==> src/hw/rtl/utfq_pkg.sv <==
// ----------------------------------------------------------------------------
// utfq_pkg
// shared types and constants of the uart transmit frame queue
// ----------------------------------------------------------------------------
`default_nettype none

package utfq_pkg;

	// default geometry of the ring
	localparam int QUEUE_SLOTS_DEF = 8;
	localparam int FRAME_BYTES_DEF = 64;

	// payload widths
	localparam int CMD_W    = 2;
	localparam int BYTE_W   = 8;
	localparam int STATUS_W = 2;

	// request commands
	typedef enum logic [CMD_W-1:0] {
		CMD_PUSH    = 2'd0,
		CMD_TXDONE  = 2'd1,
		CMD_SERVICE = 2'd2
	} cmd_t;

	// push outcome reported with each result
	typedef enum logic [STATUS_W-1:0] {
		PUSH_NONE   = 2'd0,
		PUSH_ACCEPT = 2'd1,
		PUSH_REJECT = 2'd2,
		PUSH_DROP   = 2'd3
	} push_status_t;

	// frame store access strobes
	typedef struct packed {
		logic wr_en;
		logic rd_en;
	} store_ctl_t;

endpackage

`default_nettype wire

==> src/hw/rtl/utfq_store.sv <==
// ----------------------------------------------------------------------------
// utfq_store
// frame byte memory: one write port, one registered read port
// ----------------------------------------------------------------------------
`default_nettype none

module utfq_store
	import utfq_pkg::*;
#(
	parameter int ADDR_W = 9
) (
	input  logic              clk,
	input  store_ctl_t        ctl,
	input  logic [ADDR_W-1:0] waddr,
	input  logic [BYTE_W-1:0] wdata,
	input  logic [ADDR_W-1:0] raddr,
	output logic [BYTE_W-1:0] rd_data
);
	localparam int DEPTH = 2 ** ADDR_W;

	logic [BYTE_W-1:0] mem [DEPTH];
	logic [BYTE_W-1:0] rd_q;

	// write port
	always_ff @(posedge clk) begin
		if (ctl.wr_en) begin
			mem[waddr] <= wdata;
		end
	end

	// registered read, held until the next read
	always_ff @(posedge clk) begin
		if (ctl.rd_en) begin
			rd_q <= mem[raddr];
		end
	end

	assign rd_data = rd_q;
endmodule

`default_nettype wire

==> config.mk <==
export PLATFORM = sky130hd
export DESIGN_NAME = utfq_store
export DESIGN_NICKNAME = d
export VERILOG_FILES = /design/src/hw/rtl/utfq_pkg.sv /design/src/hw/rtl/utfq_store.sv
export SDC_FILE = /design/constraint.sdc
export NUM_CORES = 2
export LEC_CHECK = 0
export BUFFER_PORTS_ARGS = -buffer_cell sky130_fd_sc_hd__buf_2
export CAP_MARGIN = 40
export CORE_MARGIN = 5
export CORE_UTILIZATION = 45
export CTS_CLUSTER_SIZE = 20
export DETAILED_ROUTE_END_ITERATION = 7
export GPL_ROUTABILITY_DRIVEN = 0
export PLACE_DENSITY = 0.58
export SLEW_MARGIN = 10
export SYNTH_ARGS = -nofsm -noshare
export SYNTH_HDL_FRONTEND = slang
export SYNTH_SLANG_ARGS = --single-unit
export TNS_END_PERCENT = 5
==> constraint.sdc <==
create_clock -name clk -period 2.8 [get_ports clk]
set_clock_uncertainty 0.2 [all_clocks]
set_input_delay 0.42 -clock clk [delete_from_list [all_inputs] [get_ports clk]]
set_output_delay 0.42 -clock clk [all_outputs]
set_load 0.03 [all_outputs]
# Yosys cells after proc, flatten, opt, wreduce, memory -nomap -nowiden
# Memories as Yosys holds them, arrays and structs flattened. A register that Yosys moved wholly into a read port is not among the register bits.
# Index checks and enable logic that the tools add are counted.
# totals
mem_bits_rw	4096
elab_cells	3
mem_count	1
regBits	0
# classes
muxes	2
# mem_list
memory	depth	width	read_ports	rd_ports_with_merged_regs	wr	line_no	rtl
mem	512	8	1	1	1	utfq_store.sv:21	logic [BYTE_W-1:0] mem [DEPTH];
# ops
cell	n
$mux W1	2

# Depth between registers and ports, before layout
# depth
ltp_word	2
mapped_depth	12
ltp_nobuf	7

# Worst setup path after synthesis
# Ideal clock, no wire load.
# synth_path
kind	input -> register
startpoint	input port raddr[0]
endpoint	register rd_q[0] (netlist: rd_data[0]), read port of mem, data pin
arrival_ns	2.274
required_time_ns	2.343
stages	10
setup_slack_ns	0.069
setup_ns	0.257
path_cell_list	buf_4 > buf_12 > buf_12 > buf_2 > mux4_2 > o21ai_0 > nand3_1 > nand4_1 > o21ai_0 > o2111a_1
# synth_lines
element	line_no	rtl
start: declaration	utfq_store.sv:16	input logic [ADDR_W-1:0] raddr,
end: declaration	utfq_store.sv:22	logic [BYTE_W-1:0] rd_q;

==> flow_summary_export.csv <==
group,metric,value,unit
pwr,p_per_area,677,nW/um^2
synth,yosys.area_share.simple,0.0263,
setup_path,r2r-start,"mem[419][4]",
routing,antenna_left,0,
clock_tree,cts_buffers,417,
worst_hold_path,min_path_type,"in -> reg",
global_route,antenna_found_initial,16,
synth,synth_top_area_share,0.770,
synth,syn-num-nets,8059,
clock_tree,cts_root_buf,"clkbuf_16",
pwr,p_leak,63.5,nW
synth,synthMuxAreaShare,0.142,
routing,drt-pass1-iter-count,6,
floorplanning,io_pins,37,
synth,async_reset_ff_frac,0,
synth,synth_flop_cell,"edfxtp_1",
global_route,grtUsageTotal,0.239,
run_status,status,"finished, violations left",
place,pre_cts_ws,-1.57,ns
place,portBuffers,36,
clock_tree,cts_tree,"built",
routing,routedWlPerCell,30.4,um
synth,synth_top_family_by_area,"multiplexers",
synth,synthAdderAreaFrac,0,
final_layout,fillers,27500,
clock_tree,cts_buffer_depth,4,
floorplanning,start_util,0.451,
clock_tree,cts_max_level,5,
global_route,grt_max_degree,121,
floorplanning,die_area,368000,um^2
flow_run,maxCapViolations,0,
synth,yosys-top-cells-area,"edfxtp_1, mux4_2, mux2i_1",
final_layout,area_growth,19.3,%
clock_tree,clkTransAtPathRegs,0.06,ns
final_layout,fin_cells,14600,
final_layout,nNetsFinal,9501,
routing,vias_per_cell,5.93,
run_status,violations,"setup timing",
sta,tightest_slew,0.944,ns
sta,rsz0062_at_grt,"yes",
global_route,grt_pass1_vias,86700,
setup_path,critPathArrivalTime,3.53,ns
floorplanning,fp-row-count,219,
sta,slew_headroom,0.371,
global_route,grt-ovfl-total,0,
setup_path,startpoint_type,"primary input",
routing,vias,86500,
final_layout,drive_gt1_frac,0.290,
sta,min_period,2.89,ns
sta,min_period_over_period,1.03,
sta,timing.hold.ws,0.113,ns
synth,syn_area_per_cell,19.9,um^2
synth,synthXorXnorAreaFrac,0,
global_route,grt_pass1_wl,636,mm
synth,yosysWarnings,0,
worst_hold_path,min_from,"waddr[6]",
synth,synth_edf_count,4104,
routing,drt_iter0_drc,10300,
place,hpwl,289,mm
sta,drv_slew,0,
synth,synth_compound_area_frac,0.0431,
setup_path,cp.required,3.44,ns
synth,yosysMostFrequentCell,"edfxtp_1",
sta,fmax,346,MHz
setup_path,endpoint_kind,"flop",
floorplanning,die_w,606,um
sta,hold_viol_final,0,
synth,syn_area,160000,um^2
sta,fin_ws,-0.0862,ns
synth,ys_seq_elements,4104,
synth,synth_seq_area_share,0.770,
place,dp_cells,13800,
pwr,ir_drop,0.547,mV
sta,setup_viol,7,
routing,wl,443,mm
setup_path,worstSetupStartpoint,"raddr[0]",
setup_path,critPathMaxFanout,33,
routing,drc,0,
synth,synthCells,8030,
clock_tree,clock-sinks,4104,
floorplanning,core,355000,um^2
synth,yosys.area.top_type,"edfxtp_1",
synth,synth_top_cells_by_count,"edfxtp_1, mux2i_1, mux4_2, nor2_1, o221ai_1",
setup_path,path_class,"in -> reg",
clock_tree,insertion_delay,0.98,ns
synth,ys_types,50,
floorplanning,dieHeight,606,um
==> per-stage QoR <==
| stage | setup TNS (ns) | total power [mW] | instance area [um^2] | utilization |
|---|---|---|---|---|
| floorplan | 0 | 72.3 | 160000 | - |
| global route | -0.727 | 133 | 191000 | 0.538 |
| CTS | -0.509 | 130 | 191000 | 0.537 |
| detailed placement | -10.65 | 76.2 | 177000 | 0.498 |
| global placement | -12.43 | 76.1 | 177000 | 0.498 |
| finish | -0.425 | 129 | 191000 | 0.538 |
==> routing by layer <==
layer | routed length (um) | GRT usage
met1 | 184000 | 0.348
met3 | 34600 | 0.0366
met4 | 14800 | 0.0708
met5 | 9 | 0
met2 | 209000 | 0.375
==> path summary, 6_finish.rpt <==
check / to / slack (ns) / depth (start not counted)
setup reg to reg: rd_data[4] / -0.08 / 7
hold reg to reg: rd_data[5] / 1.18 / 7
hold / removal: mem[141][6] / 0.11 / 5
setup / recovery: rd_data[1] / -0.09 / 12
==> kinds of logic after synthesis <==
| group | after synthesis |
|---|---|
| AOI/OAI and AO/OA | 979 |
| DFF | 4104 |
| muxes | 1451 |
| and+or+nand+nor | 980 |
| buffers and inverters | 516 |
==> power by group <==
group	switching [mW]	internal, mW	total [mW]
Clock	23.3	31.0	54.3
Combinational	4.53	2.73	7.26
Sequential	0.0686	67.7	67.7
==> timing repair <==
| action | 4_1_cts | 5_1_grt |
|---|---|---|
| endpoints found under the hold margin | 1340 | 0 |
| gates cloned | 0 | 1 |
| setup buffers | 0 | 1 |
| pin swaps | 15 | 10 |
| hold buffers | 12 | 0 |
| setup endpoints to repair | 8 | 8 |
| gates resized for setup | 49 | 32 |
==> worst max-delay path: stages <==
cell,delay [ns]
buf_12,0.20
buf_12,0.21
buf_4,0.28
buf_16,0.28
mux2i_1,0.13
o221ai_1,0.48
o22ai_1,0.21
a22oi_1,0.18
nand2_1,0.12
o21ai_0,0.49
buf_4,0.25
o2111a_1,0.17
==> flip-flops by register name, summed over array words and instances (netlist names) <==
signal and cells:
rd_data 8, mem 4096
==> layout by cell type, fill, tap and decap left out, types with 8 or more instances in the layout <==
cell and n:
a211oi_1 17, a21oi_1 190, a22oi_1 61, and2_1 19, buf_12 182, buf_2 29
buf_4 1290, buf_8 11, bufinv_16 36, clkbuf_1 89, clkbuf_16 424, clkinv_1 90
clkinv_2 82, clkinvlp_4 17, diode_2 9, dlygate4sd3_1 12, edfxtp_1 4104, mux2i_1 795
mux4_2 654, nand2_1 96, nand2_4 12, nand3_1 32, nand4_1 32, nor2_1 594
nor3_1 106, nor4_1 15, nor4_4 14, o2111a_1 8, o21ai_0 117, o221ai_1 360
o221ai_2 12, o22ai_1 162, o31ai_1 13
==> final cells by class <==
| class | instances | area (um^2) | area share |
|---|---|---|---|
| Antenna cell | 9 | 22.5 | 0.000118 |
| Clock buffer | 512 | 10900 | 0.0572 |
| Clock inverter | 250 | 2360 | 0.0123 |
| Inverter | 3 | 18.8 | 0.0000983 |
| Multi-Input combinational cell | 3410 | 34400 | 0.180 |
| Sequential cell | 4104 | 123000 | 0.646 |
| Tap cell | 4751 | 5940 | 0.0311 |
| Timing Repair Buffer | 1536 | 14000 | 0.0732 |
Note: power is estimated with default switching activity, not from simulation.
